### src/hw/rtl/alprng_pkg.sv
// Shared constants and types for the additive lagged-feedback draw block.
package alprng_pkg;

  localparam int LONG_LAG   = 31;
  localparam int SHORT_LAG  = 3;
  localparam int LAST_INDEX = 1000;
  localparam int IDX_W      = 10;
  localparam int FEED_START = LONG_LAG + SHORT_LAG;

  localparam logic [14:0] LCG_MULT = 15'd16807;
  localparam logic [30:0] LCG_MOD  = 31'h7FFF_FFFF;

  typedef enum logic [1:0] {
    LAG_LOAD,
    LAG_COPY,
    LAG_SUM
  } lag_mode_e;

  typedef struct packed {
    logic        start;
    logic        neg;
    logic [31:0] mag;
  } lcg_req_t;

  typedef struct packed {
    logic      push;
    lag_mode_e mode;
  } lag_ctl_t;

endpackage

### src/hw/rtl/additive_lagged_prng_draw.sv
// Top level: sequencer around the reduce unit and the lag line, output register.
//
//  channel  | dir | tdata bits           | beat
//  s_axis   | in  | [31:0] seed (signed) | one seed per draw
//  m_axis   | out | [30:0] draw, [31] 0  | one draw per seed
//
// A draw runs from the seed beat to a valid result: 30 seeding words, each through the
// two-stage reduce unit, then 969 lag words (3 copies, 966 sums) at one per cycle through
// the single adder, and a final load of the output register. s_axis_tready_o is low for
// the whole draw; a result waiting on m_axis holds only the final load, and the next
// seed is taken once it is in the register. Reset clears the sequencer and output
// register; the lag line needs no clearing.
module additive_lagged_prng_draw (
  input  logic        clk_i,
  input  logic        rst_ni,
  input  logic        s_axis_tvalid_i,
  output logic        s_axis_tready_o,
  input  logic [31:0] s_axis_tdata_i,   // [31:0] seed
  output logic        m_axis_tvalid_o,
  input  logic        m_axis_tready_i,
  output logic [31:0] m_axis_tdata_o    // [30:0] draw, [31] zero
);
  import alprng_pkg::*;

  typedef enum logic [2:0] {
    ST_IDLE,
    ST_LCG_ISSUE,
    ST_LCG_WAIT,
    ST_FEED,
    ST_DONE
  } state_e;

  state_e           state_q;
  logic [IDX_W-1:0] idx_q;
  logic [31:0]      mag_q;
  logic             neg_q;
  logic             out_valid_q;
  logic [30:0]      out_draw_q;

  lcg_req_t         lcg_req;
  logic             lcg_valid;
  logic [30:0]      lcg_word;
  lag_ctl_t         lag_ctl;
  logic [31:0]      load_word;
  logic [31:0]      newest;
  logic             in_beat;
  logic             out_free;

  assign in_beat  = s_axis_tvalid_i && (state_q == ST_IDLE);
  assign out_free = !out_valid_q || m_axis_tready_i;

  assign lcg_req.start = (state_q == ST_LCG_ISSUE);
  assign lcg_req.neg   = neg_q;
  assign lcg_req.mag   = mag_q;

  alprng_lcg u_lcg (
    .clk_i   (clk_i),
    .rst_ni  (rst_ni),
    .req_i   (lcg_req),
    .valid_o (lcg_valid),
    .word_o  (lcg_word)
  );

  always_comb begin
    lag_ctl.push = 1'b0;
    lag_ctl.mode = LAG_LOAD;
    load_word    = {1'b0, lcg_word};
    unique case (state_q)
      ST_IDLE: begin
        lag_ctl.push = in_beat;
        load_word    = s_axis_tdata_i;
      end
      ST_LCG_WAIT: lag_ctl.push = lcg_valid;
      ST_FEED: begin
        lag_ctl.push = 1'b1;
        lag_ctl.mode = (idx_q < IDX_W'(FEED_START)) ? LAG_COPY : LAG_SUM;
      end
      default: lag_ctl.push = 1'b0;
    endcase
  end

  alprng_lag u_lag (
    .clk_i       (clk_i),
    .ctl_i       (lag_ctl),
    .load_word_i (load_word),
    .newest_o    (newest)
  );

  always_ff @(posedge clk_i or negedge rst_ni) begin
    if (!rst_ni) begin
      state_q     <= ST_IDLE;
      idx_q       <= '0;
      out_valid_q <= 1'b0;
      out_draw_q  <= '0;
    end else begin
      if (out_valid_q && m_axis_tready_i && (state_q != ST_DONE)) begin
        out_valid_q <= 1'b0;
      end
      unique case (state_q)
        ST_IDLE: begin
          if (in_beat) begin
            idx_q   <= IDX_W'(1);
            state_q <= ST_LCG_ISSUE;
          end
        end
        ST_LCG_ISSUE: state_q <= ST_LCG_WAIT;
        ST_LCG_WAIT: begin
          if (lcg_valid) begin
            idx_q   <= idx_q + IDX_W'(1);
            state_q <= (idx_q == IDX_W'(LONG_LAG - 1)) ? ST_FEED : ST_LCG_ISSUE;
          end
        end
        ST_FEED: begin
          idx_q <= idx_q + IDX_W'(1);
          if (idx_q == IDX_W'(LAST_INDEX - 1)) begin
            state_q <= ST_DONE;
          end
        end
        ST_DONE: begin
          if (out_free) begin
            out_valid_q <= 1'b1;
            out_draw_q  <= newest[31:1];
            state_q     <= ST_IDLE;
          end
        end
        default: state_q <= ST_IDLE;
      endcase
    end
  end

  // magnitude and sign of the word fed to the reduce unit
  always_ff @(posedge clk_i) begin
    if (in_beat) begin
      neg_q <= s_axis_tdata_i[31];
      mag_q <= s_axis_tdata_i[31] ? (~s_axis_tdata_i + 32'd1) : s_axis_tdata_i;
    end else if ((state_q == ST_LCG_WAIT) && lcg_valid) begin
      neg_q <= 1'b0;
      mag_q <= {1'b0, lcg_word};
    end
  end

  assign s_axis_tready_o = (state_q == ST_IDLE);
  assign m_axis_tvalid_o = out_valid_q;
  assign m_axis_tdata_o  = {1'b0, out_draw_q};

endmodule

### src/hw/rtl/alprng_lcg.sv
// Multiply and mod 2^31-1 reduce unit for the seeding words, two register stages.
module alprng_lcg (
  input  logic                 clk_i,
  input  logic                 rst_ni,
  input  alprng_pkg::lcg_req_t req_i,
  output logic                 valid_o,
  output logic [30:0]          word_o
);
  import alprng_pkg::*;

  logic        v1_q, v2_q;
  logic        neg1_q, neg2_q;
  logic [46:0] prod_q, prod_d;
  logic [30:0] red_q, red_d;
  logic [31:0] fold;

  assign prod_d = {32'd0, LCG_MULT} * {15'd0, req_i.mag};

  // 2^31 == 1 mod M: fold high bits onto low bits, one conditional subtract
  assign fold  = {16'd0, prod_q[46:31]} + {1'b0, prod_q[30:0]};
  assign red_d = (fold >= {1'b0, LCG_MOD}) ? 31'(fold - {1'b0, LCG_MOD}) : fold[30:0];

  always_ff @(posedge clk_i or negedge rst_ni) begin
    if (!rst_ni) begin
      v1_q <= 1'b0;
      v2_q <= 1'b0;
    end else begin
      v1_q <= req_i.start;
      v2_q <= v1_q;
    end
  end

  always_ff @(posedge clk_i) begin
    prod_q <= prod_d;
    neg1_q <= req_i.neg;
    red_q  <= red_d;
    neg2_q <= neg1_q;
  end

  // truncating remainder of a negative product, raised by the modulus
  always_comb begin
    if (neg2_q && (red_q != 31'd0)) begin
      word_o = LCG_MOD - red_q;
    end else if (neg2_q) begin
      word_o = 31'd0;
    end else begin
      word_o = red_q;
    end
  end

  assign valid_o = v2_q;

endmodule

### src/hw/rtl/alprng_lag.sv
// Lag shift line of the last 31 words with the shared feedback adder.
module alprng_lag (
  input  logic                 clk_i,
  input  alprng_pkg::lag_ctl_t ctl_i,
  input  logic [31:0]          load_word_i,
  output logic [31:0]          newest_o
);
  import alprng_pkg::*;

  logic [31:0] sh_q [LONG_LAG];
  logic [31:0] new_word;

  always_comb begin
    unique case (ctl_i.mode)
      LAG_LOAD: new_word = load_word_i;
      LAG_COPY: new_word = sh_q[LONG_LAG-1];
      LAG_SUM:  new_word = sh_q[LONG_LAG-1] + sh_q[SHORT_LAG-1];
      default:  new_word = load_word_i;
    endcase
  end

  always_ff @(posedge clk_i) begin
    if (ctl_i.push) begin
      sh_q[0] <= new_word;
      for (int k = 1; k < LONG_LAG; k++) begin
        sh_q[k] <= sh_q[k-1];
      end
    end
  end

  assign newest_o = sh_q[0];

endmodule

### config.mk
export PLATFORM = sky130hd
export DESIGN_NAME = additive_lagged_prng_draw
export DESIGN_NICKNAME = d
export VERILOG_FILES = /design/src/hw/rtl/alprng_pkg.sv /design/src/hw/rtl/additive_lagged_prng_draw.sv /design/src/hw/rtl/alprng_lcg.sv /design/src/hw/rtl/alprng_lag.sv
export SDC_FILE = /design/constraint.sdc
export NUM_CORES = 1
export LEC_CHECK = 0
export ABC_AREA = 1
export BUFFER_PORTS_ARGS = -buffer_cell sky130_fd_sc_hd__clkbuf_2
export CAP_MARGIN = 10
export CORE_MARGIN = 3
export CORE_UTILIZATION = 50
export CTS_CLUSTER_SIZE = 28
export DETAILED_ROUTE_END_ITERATION = 10
export GPL_ROUTABILITY_DRIVEN = 0
export GPL_TIMING_DRIVEN = 1
export PLACE_DENSITY = 0.67
export SYNTH_ARGS = -nofsm -noshare
export SYNTH_HDL_FRONTEND = slang
export SYNTH_HIERARCHICAL = 1
export SYNTH_SLANG_ARGS = --single-unit
### constraint.sdc
create_clock -name clk_i -period 9.3 [get_ports clk_i]
set_input_delay 0.465 -clock clk_i [delete_from_list [all_inputs] [get_ports clk_i]]
set_output_delay 0.465 -clock clk_i [all_outputs]
set_load 0.1 [all_outputs]
**Yosys cells after proc, flatten, opt, wreduce, memory -nomap -nowiden**

Memories as Yosys holds them, arrays and structs flattened.
Index checks and enable logic that the tools add are counted.

- ROM bits: 0
- Flip-flop bits (word level): 160
- Bits in latches: 0
- Memories kept: 1
- Logic and storage cells: 77
- Input port bits: 36
- RAM bits: 992

- Equality and inequality tests: 13
- Shift-type cells: 0
- Order comparisons: 2
- Mux-type cells: 27
- Bitwise operators: 1
- Multipliers: 1
- Div/mod/pow operators: 0
- Reductions and logical operators: 14
- Add/sub/neg operators: 6

Memories:

| name | depth | width | rd ports | clocked after Yosys merged registers in | wr ports | RTL line | text |
|---|---|---|---|---|---|---|---|
| u_lag.sh_q | 31 | 32 | 31 | 0 | 31 | alprng_lag.sv:10 | `logic [31:0] sh_q [LONG_LAG];` |

Operator list:

| operator | number |
|---|---|
| two-way mux 32 bit | 4 |
| two-way mux 31 bit | 3 |
| case mux 32 bit (2 select lines) | 1 |
| multiplier 15 x 32 -> 47 bit (first input constant) | 1 |
| adder 16 x 31 -> 32 bit | 1 |
| adder 32 x 1 -> 32 bit (second input constant) | 1 |
| adder 32 bit | 1 |
| greater-or-equal comparator 32 x 31 -> 1 bit (second input constant) | 1 |
| inverter 32 bit | 1 |
| nonzero test 31 bit | 1 |
| subtractor 31 bit (first input constant) | 1 |
| subtractor 31 bit (second input constant) | 1 |
| case mux 10 bit (3 select lines) | 1 |
| two-way mux 10 bit | 2 |
| case mux 3 bit (5 select lines) | 1 |
| two-way mux 3 bit | 4 |
| adder 10 x 1 -> 10 bit (second input constant) | 1 |
| equality test 10 bit (second input constant) | 1 |
| equality test 10 x 5 -> 1 bit (second input constant) | 1 |
| less-than comparator 10 x 6 -> 1 bit (second input constant) | 1 |
| two-way mux 1 bit | 7 |
| equality test 3 x 2 -> 1 bit (second input constant) | 2 |
| two-way mux 2 bit | 3 |
| logical AND 1 bit | 5 |
| other kinds (16) | 18 |

**Depth between registers and ports, before layout**

Gate-level depths: netlist (run 1).

- Depth in word-level cells: 5
- Mapped depth: 24
- Mapped depth without buffers: 24

**By module**

Netlist (run 1), hierarchy kept.

Modules (own cells, without submodules):

| module | instances | seq. area each (µm²) | cells each | area each (µm²) |
|---|---|---|---|---|
| alprng_lag | 1 | 29,788.6 | 1,664 | 33,099.2 |
| alprng_lcg | 1 | 1,651.6 | 1,837 | 13,274.0 |
| additive_lagged_prng_draw | 1 | 2,117.0 | 595 | 4,813.4 |

**Worst setup path after synthesis (run 1)**

OpenSTA, ideal clock, no wires.

- Path type: reg-to-reg
- From: register state_q[0]
- To: register idx_q[5]
- Required time: 8.855 ns
- Path buffers: 1
- Stages on the path, launching flop included: 8
- Arrival time: 7.930 ns
- Path slack: 0.925 ns
- Clock period less this slack: 8.375 ns
- Cell sequence: dfrtp_1 > nor2_2 > nand2_1 > inv_2 > nand2_2 > nand2_4 > buf_4 > o21ai_0

- Word-level cells in the longest chain between the ends: 4
- Elaborated cells between the ends (all ways): 9

Ends and longest elaborated chain:

| what | RTL line | text |
|---|---|---|
| start: declaration | additive_lagged_prng_draw.sv:33 | `state_e state_q;` |
| start signal: assignment | additive_lagged_prng_draw.sv:110 | `state_q <= (idx_q == IDX_W'(LONG_LAG - 1)) ? ST_FEED : ST_LCG_ISSUE;` |
| zero test 3 bit (*) | n/a |  |
| via s_axis_tready_o | additive_lagged_prng_draw.sv:17 | `output logic s_axis_tready_o,` |
| logical AND 1 bit | additive_lagged_prng_draw.sv:49 | `assign in_beat = s_axis_tvalid_i && (state_q == ST_IDLE);` |
| inequality test 2 x 1 -> 1 bit (no source line) | n/a |  |
| AND reduction 3 bit (no source line) | n/a |  |
| end signal: assignment | additive_lagged_prng_draw.sv:109 | `idx_q <= idx_q + IDX_W'(1);` |
| end signal: assignment | additive_lagged_prng_draw.sv:114 | `idx_q <= idx_q + IDX_W'(1);` |
| end: declaration | additive_lagged_prng_draw.sv:34 | `logic [IDX_W-1:0] idx_q;` |

Mark *: on every way through the listed nets, which the timed path passes. The rest lies on a longest branch.
A chain may end at the register's enable or synchronous reset.

**Worst setup path after layout (run 1)**

- From: register mag_q[8]
- To: register u_lcg.prod_q[31]

- Word-level cells in the longest chain between the ends: 1

Ends and longest elaborated chain:

| what | RTL line | text |
|---|---|---|
| start: declaration | additive_lagged_prng_draw.sv:35 | `logic [31:0] mag_q;` |
| start signal: assignment | additive_lagged_prng_draw.sv:135 | `mag_q <= s_axis_tdata_i[31] ? (~s_axis_tdata_i + 32'd1) : s_axis_tdata_i;` |
| start signal: assignment | additive_lagged_prng_draw.sv:138 | `mag_q <= {1'b0, lcg_word};` |
| multiplier 15 x 32 -> 47 bit | alprng_lcg.sv:17 | `assign prod_d = {32'd0, LCG_MULT} * {15'd0, req_i.mag};` |
| via u_lcg.prod_d[31] | alprng_lcg.sv:13 | `logic [46:0] prod_q, prod_d;` |
| end signal: assignment | alprng_lcg.sv:34 | `prod_q <= prod_d;` |
| end: declaration | alprng_lcg.sv:13 |  |

The timed path passes the listed nets, and every way through them passes these cells.

==> run_summary.xml, run 1 <==
<?xml version="1.0" encoding="UTF-8"?>
<metrics>
  <group name="flow_run">
    <metric name="max_cap_viol_count" unit="">0</metric>
  </group>
  <group name="sta">
    <metric name="post-route-min-period" unit="ns">5.89</metric>
    <metric name="finalWorstSetupSlack" unit="ns">3.41</metric>
    <metric name="fin_crit_sh" unit="">0.633</metric>
    <metric name="maxSlewViolCount" unit="">0</metric>
    <metric name="setup_repair_after_global_routing_missed_its_margin" unit="">no</metric>
    <metric name="clock-skew-final" unit="ns">0.0552</metric>
    <metric name="timing.setup.tns" unit="ns">0</metric>
    <metric name="timing.max_slew.rel_slack" unit="">0.343</metric>
    <metric name="final-hold-violation-count" unit="">0</metric>
    <metric name="worst-slew-pin-transition" unit="ns">0.984</metric>
    <metric name="achievable-frequency" unit="GHz">0.170</metric>
    <metric name="report.final.setup_viol" unit="">0</metric>
  </group>
  <group name="pwr">
    <metric name="internal_power" unit="mW">8.21</metric>
    <metric name="comb_power_share" unit="">0.006</metric>
    <metric name="power_frac_clock" unit="">0.448</metric>
    <metric name="power.leakage" unit="nW">22.9</metric>
    <metric name="max-vdd-ir-drop" unit="mV">0.148</metric>
    <metric name="power.share.sequential" unit="">0.546</metric>
    <metric name="power.share.switching" unit="">0.192</metric>
    <metric name="switchingPower" unit="mW">1.95</metric>
    <metric name="p_per_area" unit="nW/um^2">179</metric>
  </group>
  <group name="run_status">
    <metric name="run_status" unit="">completed</metric>
  </group>
  <group name="global_routing">
    <metric name="antenna_found_initial" unit="">19</metric>
    <metric name="grt_first_pass_wirelength" unit="mm">161</metric>
    <metric name="globalRoute.totalOverflow" unit="">0</metric>
    <metric name="vias_in_the_first_global_route" unit="">27800</metric>
    <metric name="grt_start_max_net_pins" unit="">189</metric>
    <metric name="globalRouteTotalUtil" unit="">0.197</metric>
  </group>
  <group name="final_layout">
    <metric name="finish.net_count" unit="">4634</metric>
    <metric name="final_util" unit="">0.561</metric>
    <metric name="layout-drive-gt1-share" unit="">0.0824</metric>
    <metric name="fillers" unit="">8170</metric>
    <metric name="syn2layout_area_growth" unit="%">10.7</metric>
  </group>
  <group name="critical_path">
    <metric name="worstSetupStartpoint" unit="">mag_q[8]$_DFFE_PP_</metric>
    <metric name="critical-path-top-delay-family" unit="">adder cells</metric>
    <metric name="cp_max_fanout" unit="">6</metric>
    <metric name="crit_chain" unit="">inv_1 -&gt; fa_1 -&gt; inv_1 -&gt; ha_1 -&gt; inv_1 -&gt; fa_1 -&gt; inv_1 -&gt; ha_1 -&gt; fa_1 -&gt; inv_1 -&gt; fa_1 -&gt; inv_1 -&gt; ha_1 -&gt; nand2_1 -&gt; nand2_1 -&gt; o21bai_1 -&gt; a21oi_1 -&gt; inv_1 -&gt; a21boi_0 -&gt; o21bai_1 -&gt; nand2_1 -&gt; nand2_1 -&gt; xor2_1</metric>
    <metric name="crit_path_frequent_cell" unit="">sky130_fd_sc_hd__inv_1</metric>
    <metric name="endpoint_kind" unit="">flop</metric>
    <metric name="setup.worst_path.start_class" unit="">flop</metric>
    <metric name="slowest_library_cell_on_the_worst_path" unit="">sky130_fd_sc_hd__edfxtp_1</metric>
    <metric name="critical_path_class" unit="">reg2reg</metric>
    <metric name="reg2reg_launch_point" unit="">mag_q[8]$_DFFE_PP_</metric>
    <metric name="worstRegToRegCells" unit="">23</metric>
    <metric name="arrival" unit="ns">6.45</metric>
    <metric name="critPathMaxStageDelay" unit="ns">0.65</metric>
    <metric name="worstPathBufferInverterCount" unit="">7</metric>
    <metric name="reg2reg_slack" unit="ns">3.41</metric>
    <metric name="required" unit="ns">9.86</metric>
    <metric name="number_of_logic_stages_on_the_critical_path_including_buffering" unit="">23</metric>
  </group>
  <group name="min_path">
    <metric name="hold_path_class" unit="">in2reg</metric>
    <metric name="hold_path_stages" unit="">4</metric>
    <metric name="hold_path_startpoint" unit="">m_axis_tready_i</metric>
  </group>
  <group name="floorplanning">
    <metric name="die_width" unit="um">326</metric>
    <metric name="io_pins" unit="">70</metric>
    <metric name="dieHeight" unit="um">326</metric>
    <metric name="fp.dieArea" unit="um^2">106000</metric>
    <metric name="floorplan.rows" unit="">116</metric>
    <metric name="floorplan.core_area" unit="um^2">101000</metric>
    <metric name="initial_utilization" unit="">0.507</metric>
  </group>
  <group name="synth">
    <metric name="synth_fp_nets" unit="">4516</metric>
    <metric name="yosysWarnings" unit="">6</metric>
    <metric name="syn_area" unit="um^2">51200</metric>
    <metric name="postSynthAreaPerCell" unit="um^2">12.5</metric>
    <metric name="netlist_instances" unit="">4095</metric>
  </group>
  <group name="clock_network">
    <metric name="clk_path_buf_depth" unit="">3</metric>
    <metric name="cts_tree" unit="">yes</metric>
    <metric name="clkSlewWorstSetupHoldPaths" unit="ns">0.06</metric>
    <metric name="htree_levels" unit="">3</metric>
    <metric name="cts_root_buf" unit="">sky130_fd_sc_hd__clkbuf_16</metric>
    <metric name="clk-insertion-delay-late" unit="ns">0.71</metric>
    <metric name="tritoncts.num_buffers" unit="">110</metric>
    <metric name="postCtsResizedCells" unit="">0</metric>
    <metric name="clock_sink_count" unit="">1152</metric>
  </group>
  <group name="place">
    <metric name="dpl.hpwl" unit="mm">74.1</metric>
    <metric name="port_buffers" unit="">68</metric>
    <metric name="post-place-ws" unit="ns">3.46</metric>
  </group>
  <group name="drt">
    <metric name="routed_wire_length_per_instance" unit="um">18.4</metric>
    <metric name="antenna_violating_nets_left" unit="">0</metric>
    <metric name="first_iter_violations" unit="">2830</metric>
    <metric name="route.detailed.vias_per_inst" unit="">5.20</metric>
    <metric name="drc_violations_left" unit="">0</metric>
    <metric name="postRouteWirelength" unit="mm">105</metric>
    <metric name="dr.pass1.iters" unit="">6</metric>
    <metric name="total_number_of_vias" unit="">29500</metric>
  </group>
</metrics>
==> cells in the final DEF, fill, tap and decap left out, drive strengths merged, types with 28 or more instances in the layout <==
cell type	instances
edfxtp	1025
nand2	817
inv	659
nor2	248
ha	245
nand3	212
clkbuf	199
a21oi	162
o21ai	145
fa	140
dfxtp	80
clkinv	57
xor2	51
dfrtp	47
nand4	34
mux2	31
nor3	28
==> path summary, 6_finish.rpt <==
check | endpoint
max in group asynchronous | out_draw_q[6]$_DFFE_PN0P_
max reg2reg | u_lcg/prod_q[31]$_DFF_P_
min in group asynchronous | out_draw_q[19]$_DFFE_PN0P_
min reg2reg | u_lcg/neg2_q$_DFF_P_
max | u_lcg/prod_q[31]$_DFF_P_
min | m_axis_tvalid_o$_DFF_PN0_
==> flip-flops by register name, summed over array words and instances, names as in the netlist <==
register,count
idx_q,10
m_axis_tvalid_o,1
mag_q,32
neg_q,1
out_draw_q,31
state_q,3
u_lag/sh_q,992
u_lcg/neg1_q,1
u_lcg/neg2_q,1
u_lcg/prod_q,47
u_lcg/red_q,31
u_lcg/v1_q,1
u_lcg/valid_o,1
==> what timing repair did <==
item | 4_1_cts | 5_1_grt
endpoints found under the hold margin | 47 | 0
hold buffers | 1 | 0
setup buffers | 0 | 0
==> worst register-to-register path, cell delays in order, from the launching register on <==
cell                       delay [ns]
sky130_fd_sc_hd__edfxtp_1        0.65
sky130_fd_sc_hd__inv_1           0.19
sky130_fd_sc_hd__fa_1            0.48
sky130_fd_sc_hd__inv_1           0.07
sky130_fd_sc_hd__ha_1            0.13
sky130_fd_sc_hd__inv_1           0.05
sky130_fd_sc_hd__fa_1            0.48
sky130_fd_sc_hd__inv_1           0.05
sky130_fd_sc_hd__ha_1            0.30
sky130_fd_sc_hd__fa_1            0.54
sky130_fd_sc_hd__inv_1           0.06
sky130_fd_sc_hd__fa_1            0.54
sky130_fd_sc_hd__inv_1           0.05
sky130_fd_sc_hd__ha_1            0.35
sky130_fd_sc_hd__nand2_1         0.09
sky130_fd_sc_hd__nand2_1         0.07
sky130_fd_sc_hd__o21bai_1        0.21
sky130_fd_sc_hd__a21oi_1         0.22
sky130_fd_sc_hd__inv_1           0.16
sky130_fd_sc_hd__a21boi_0        0.41
sky130_fd_sc_hd__o21bai_1        0.23
sky130_fd_sc_hd__nand2_1         0.10
sky130_fd_sc_hd__nand2_1         0.08
sky130_fd_sc_hd__xor2_1          0.25
==> layout make-up <==
class	instances	area (um^2)	share of cell area
Antenna cell	9	22.5	0.000398
Clock buffer	131	2890	0.0511
Clock inverter	76	836	0.0148
Inverter	657	2470	0.0436
Multi-Input combinational cell	2206	14600	0.258
Sequential cell	1152	33600	0.592
Tap cell	1357	1700	0.0300
Timing Repair Buffer	86	528	0.00932
==> layer usage <==
layer,routed length [um],GRT usage,vias up
li1,-,-,14000
met5,82,0,-
met2,44100,0.278,901
met4,3730,0.0735,12
met3,7210,0.0434,222
met1,49400,0.298,14300
==> power groups by stage <==
stage               Sequential, mW  Combinational, mW  Clock (mW)
CTS                           5.55             0.0573        4.69
floorplan                     5.66             0.0283           0
detailed placement            5.66             0.0566           0
global placement              5.66             0.0556           0
global route                  5.54             0.0647        4.89
finish                        5.55             0.0593        4.56
==> stage by stage <==
stage,area [um^2],hold slack [ns],total power [mW],instances
after floorplan,51200,0.169,5.69,4095
after global placement,52900,0.320,5.71,5457
after detailed placement,52900,0.318,5.72,5457
after CTS,56600,0.0749,10.3,5665
after global routing,56600,0.111,10.5,5668
final,56600,0.143,10.2,5674
Note: power is estimated with default switching activity, not from simulation.
==> run 2, diff against run 1 <==
==> constraint.sdc (replaced) <==
create_clock -name clk_i -period 5.7 [get_ports clk_i]
set_input_delay 0.285 -clock clk_i [delete_from_list [all_inputs] [get_ports clk_i]]
set_output_delay 0.285 -clock clk_i [all_outputs]
set_load 0.1 [all_outputs]
==> run 2 against run 1 <==
Core utilization is 0.41 points higher. Clock power rose by 59%. Clock-buffer cell count increased by 1. Routed wire length increased by 1.1%. Sequential share of layout area shrank 0.43 points. Register-to-register slack worse by 3.2 ns. Worst hold slack worse by 0.080 ns. Global-route usage increased by 0.075 points. Non-clock buffer count up 50.
==> run_summary.xml, run 2 (synthesis results as in run 1) <==
<?xml version="1.0" encoding="UTF-8"?>
<metrics>
  <group name="run_status">
    <metric name="run_status" unit="">completed</metric>
  </group>
  <group name="critical_path">
    <metric name="setup.worst_path.start_class" unit="">flop</metric>
    <metric name="required" unit="ns">6.30</metric>
    <metric name="crit-reg2reg-capture" unit="">u_lcg/prod_q[41]$_DFF_P_</metric>
    <metric name="reg2reg_launch_point" unit="">mag_q[13]$_DFFE_PP_</metric>
    <metric name="arrival" unit="ns">6.10</metric>
    <metric name="worstRegToRegCells" unit="">22</metric>
    <metric name="reg2reg_slack" unit="ns">0.20</metric>
    <metric name="cp_max_fanout" unit="">5</metric>
    <metric name="endpoint_kind" unit="">flop</metric>
    <metric name="critical_path_class" unit="">reg2reg</metric>
  </group>
  <group name="place">
    <metric name="dpl.hpwl" unit="mm">75.5</metric>
    <metric name="dp_cells" unit="">5497</metric>
    <metric name="port_buffers" unit="">68</metric>
  </group>
  <group name="sta">
    <metric name="achievable-frequency" unit="GHz">0.182</metric>
    <metric name="post-route-min-period" unit="ns">5.50</metric>
    <metric name="clock-skew-final" unit="ns">0.0428</metric>
    <metric name="timing.max_slew.rel_slack" unit="">0.317</metric>
    <metric name="maxSlewViolCount" unit="">0</metric>
    <metric name="report.final.setup_viol" unit="">0</metric>
    <metric name="worst-slew-pin-transition" unit="ns">1.02</metric>
    <metric name="fin_crit_sh" unit="">0.965</metric>
    <metric name="final-hold-violation-count" unit="">0</metric>
  </group>
  <group name="final_layout">
    <metric name="regMostFlops" unit="">u_lag/sh_q</metric>
    <metric name="finish.net_count" unit="">4684</metric>
    <metric name="layout-drive-gt1-share" unit="">0.0930</metric>
    <metric name="layout.cells.most_common_list" unit="">sky130_fd_sc_hd__edfxtp_1, sky130_fd_sc_hd__nand2_1, sky130_fd_sc_hd__inv_1</metric>
    <metric name="largest_reg_flops" unit="">992</metric>
    <metric name="final_util" unit="">0.566</metric>
    <metric name="final_common_cell" unit="">sky130_fd_sc_hd__edfxtp_1</metric>
    <metric name="finish.cell_count_without_fillers" unit="">5723</metric>
    <metric name="fillers" unit="">8161</metric>
    <metric name="largestRegisters" unit="">u_lag/sh_q: 992 flops, u_lcg/prod_q: 47 flops, mag_q: 32 flops</metric>
    <metric name="syn2layout_area_growth" unit="%">11.5</metric>
  </group>
  <group name="pwr">
    <metric name="max-vdd-ir-drop" unit="mV">0.228</metric>
    <metric name="p_per_area" unit="nW/um^2">288</metric>
    <metric name="power.leakage" unit="nW">23.1</metric>
  </group>
  <group name="floorplanning">
    <metric name="initial_utilization" unit="">0.507</metric>
    <metric name="dieHeight" unit="um">326</metric>
    <metric name="die_width" unit="um">326</metric>
    <metric name="floorplan.rows" unit="">116</metric>
    <metric name="io_pins" unit="">70</metric>
    <metric name="fp.dieArea" unit="um^2">106000</metric>
    <metric name="floorplan.core_area" unit="um^2">101000</metric>
  </group>
  <group name="global_routing">
    <metric name="vias_in_the_first_global_route" unit="">28600</metric>
    <metric name="globalRouteTotalUtil" unit="">0.197</metric>
    <metric name="grt_first_pass_wirelength" unit="mm">162</metric>
    <metric name="grt_start_max_net_pins" unit="">118</metric>
    <metric name="antenna_found_initial" unit="">18</metric>
    <metric name="globalRoute.totalOverflow" unit="">0</metric>
  </group>
  <group name="clock_network">
    <metric name="cts_tree" unit="">yes</metric>
    <metric name="tritoncts.num_buffers" unit="">110</metric>
    <metric name="clk-insertion-delay-late" unit="ns">0.69</metric>
    <metric name="clkSlewWorstSetupHoldPaths" unit="ns">0.07</metric>
    <metric name="htree_levels" unit="">3</metric>
    <metric name="cts_root_buf" unit="">sky130_fd_sc_hd__clkbuf_16</metric>
    <metric name="clk_path_buf_depth" unit="">3</metric>
    <metric name="clock_sink_count" unit="">1152</metric>
  </group>
  <group name="drt">
    <metric name="dr.pass1.iters" unit="">7</metric>
    <metric name="antenna_violating_nets_left" unit="">0</metric>
    <metric name="postRouteWirelength" unit="mm">106</metric>
    <metric name="routed_wire_length_per_instance" unit="um">18.5</metric>
    <metric name="drc_violations_left" unit="">0</metric>
    <metric name="total_number_of_vias" unit="">29800</metric>
    <metric name="first_iter_violations" unit="">2892</metric>
    <metric name="route.detailed.vias_per_inst" unit="">5.20</metric>
  </group>
  <group name="min_path">
    <metric name="hold_path_startpoint" unit="">s_axis_tdata_i[13]</metric>
    <metric name="hold_end" unit="">mag_q[13]$_DFFE_PP_</metric>
    <metric name="hold_path_class" unit="">in2reg</metric>
    <metric name="hold_path_stages" unit="">4</metric>
  </group>
  <group name="flow_run">
    <metric name="max_cap_viol_count" unit="">0</metric>
  </group>
</metrics>
## run 2: cell types whose count changed in the layout (fill, tap and decap cells not counted), sizes merged
cell         previous run  this run
buf                    17        63
inv                   659       665
clkinv                 57        52
bufinv                 15        11
dlygate4sd3             1         5
clkbuf                199       200
clkinvlp                2         3
## run 2: worst max-delay path by stage
stage	endpoint	startpoint	slack (ns)
2_1_floorplan	idx_q[5]$_DFFE_PN0P_	state_q[0]$_DFFE_PN0P_	0.18
3_3_place_gp	u_lcg/prod_q[44]$_DFF_P_	mag_q[30]$_DFFE_PP_	0.26
3_5_place_dp	u_lcg/prod_q[35]$_DFF_P_	mag_q[14]$_DFFE_PP_	0.22
4_1_cts	u_lcg/prod_q[39]$_DFF_P_	mag_q[31]$_SDFFCE_PN0P_	0.18
5_1_grt	u_lcg/prod_q[45]$_DFF_P_	mag_q[13]$_DFFE_PP_	-0.09
6_report	u_lcg/prod_q[41]$_DFF_P_	mag_q[13]$_DFFE_PP_	0.20
## run 2: per-layer routing
| layer | up-vias | global-route usage | routed length [um] |
|---|---|---|---|
| li1 | 14100 | - | - |
| met1 | 14500 | 0.293 | 49000 |
| met2 | 924 | 0.289 | 45100 |
| met3 | 223 | 0.0427 | 7580 |
| met4 | 8 | 0.0704 | 3850 |
| met5 | - | 0 | 56 |
## run 2: stage by stage
step                instance area [um^2]  setup TNS, ns  hold slack [ns]  total power [mW]  setup slack (ns)
floorplan                          51200              0          -0.0106              9.28             0.180
global placement                   53300              0            0.324              9.33             0.264
detailed placement                 53300              0            0.315              9.33             0.224
CTS                                57000              0          0.00328              16.6             0.183
global route                       57000         -0.219           0.0545              17.0           -0.0899
finish                             57000              0           0.0630              16.4             0.202
## run 2: final cells by class
class | count | area, um^2 | area share
tap | 1357 | 1700 | 0.0298
clock buffer | 132 | 2860 | 0.0501
clock inverter | 74 | 782 | 0.0137
inverter | 657 | 2470 | 0.0433
timing repair buffer | 136 | 1010 | 0.0178
multi-input combinational | 2206 | 14600 | 0.257
antenna | 9 | 22.5 | 0.000395
sequential | 1152 | 33600 | 0.588
## run 2: worst max-delay path, stage by stage (launching register included)
cell and delay [ns]:
sky130_fd_sc_hd__edfxtp_1 0.45, sky130_fd_sc_hd__inv_1 0.15, sky130_fd_sc_hd__fa_1 0.55, sky130_fd_sc_hd__inv_1 0.04, sky130_fd_sc_hd__ha_1 0.29, sky130_fd_sc_hd__fa_1 0.51
sky130_fd_sc_hd__inv_1 0.05, sky130_fd_sc_hd__fa_1 0.48, sky130_fd_sc_hd__inv_1 0.06, sky130_fd_sc_hd__fa_1 0.54, sky130_fd_sc_hd__inv_1 0.06, sky130_fd_sc_hd__fa_1 0.53
sky130_fd_sc_hd__inv_1 0.05, sky130_fd_sc_hd__ha_1 0.36, sky130_fd_sc_hd__nand2_1 0.10, sky130_fd_sc_hd__nor2_1 0.11, sky130_fd_sc_hd__inv_1 0.07, sky130_fd_sc_hd__o21ai_0 0.21
sky130_fd_sc_hd__nand3_1 0.14, sky130_fd_sc_hd__nand3_2 0.14, sky130_fd_sc_hd__nand2_1 0.08, sky130_fd_sc_hd__o31ai_1 0.26, sky130_fd_sc_hd__xor2_1 0.19
## run 2: power breakdown
part | internal, mW | leakage, nW | switching [mW]
clock network | 4.12 | 1.77 | 3.14
registers | 9.05 | 10.5 | 0.0000000000000000412
logic | 0.0267 | 10.9 | 0.0753
## run 2: repair_timing
item                                    in CTS  in global routing
hold buffers                                 5                  0
endpoints found under the hold margin       51                  0
gates resized for setup                      0                  5
setup buffers                                0                  6
endpoints found under the setup margin       0                 14
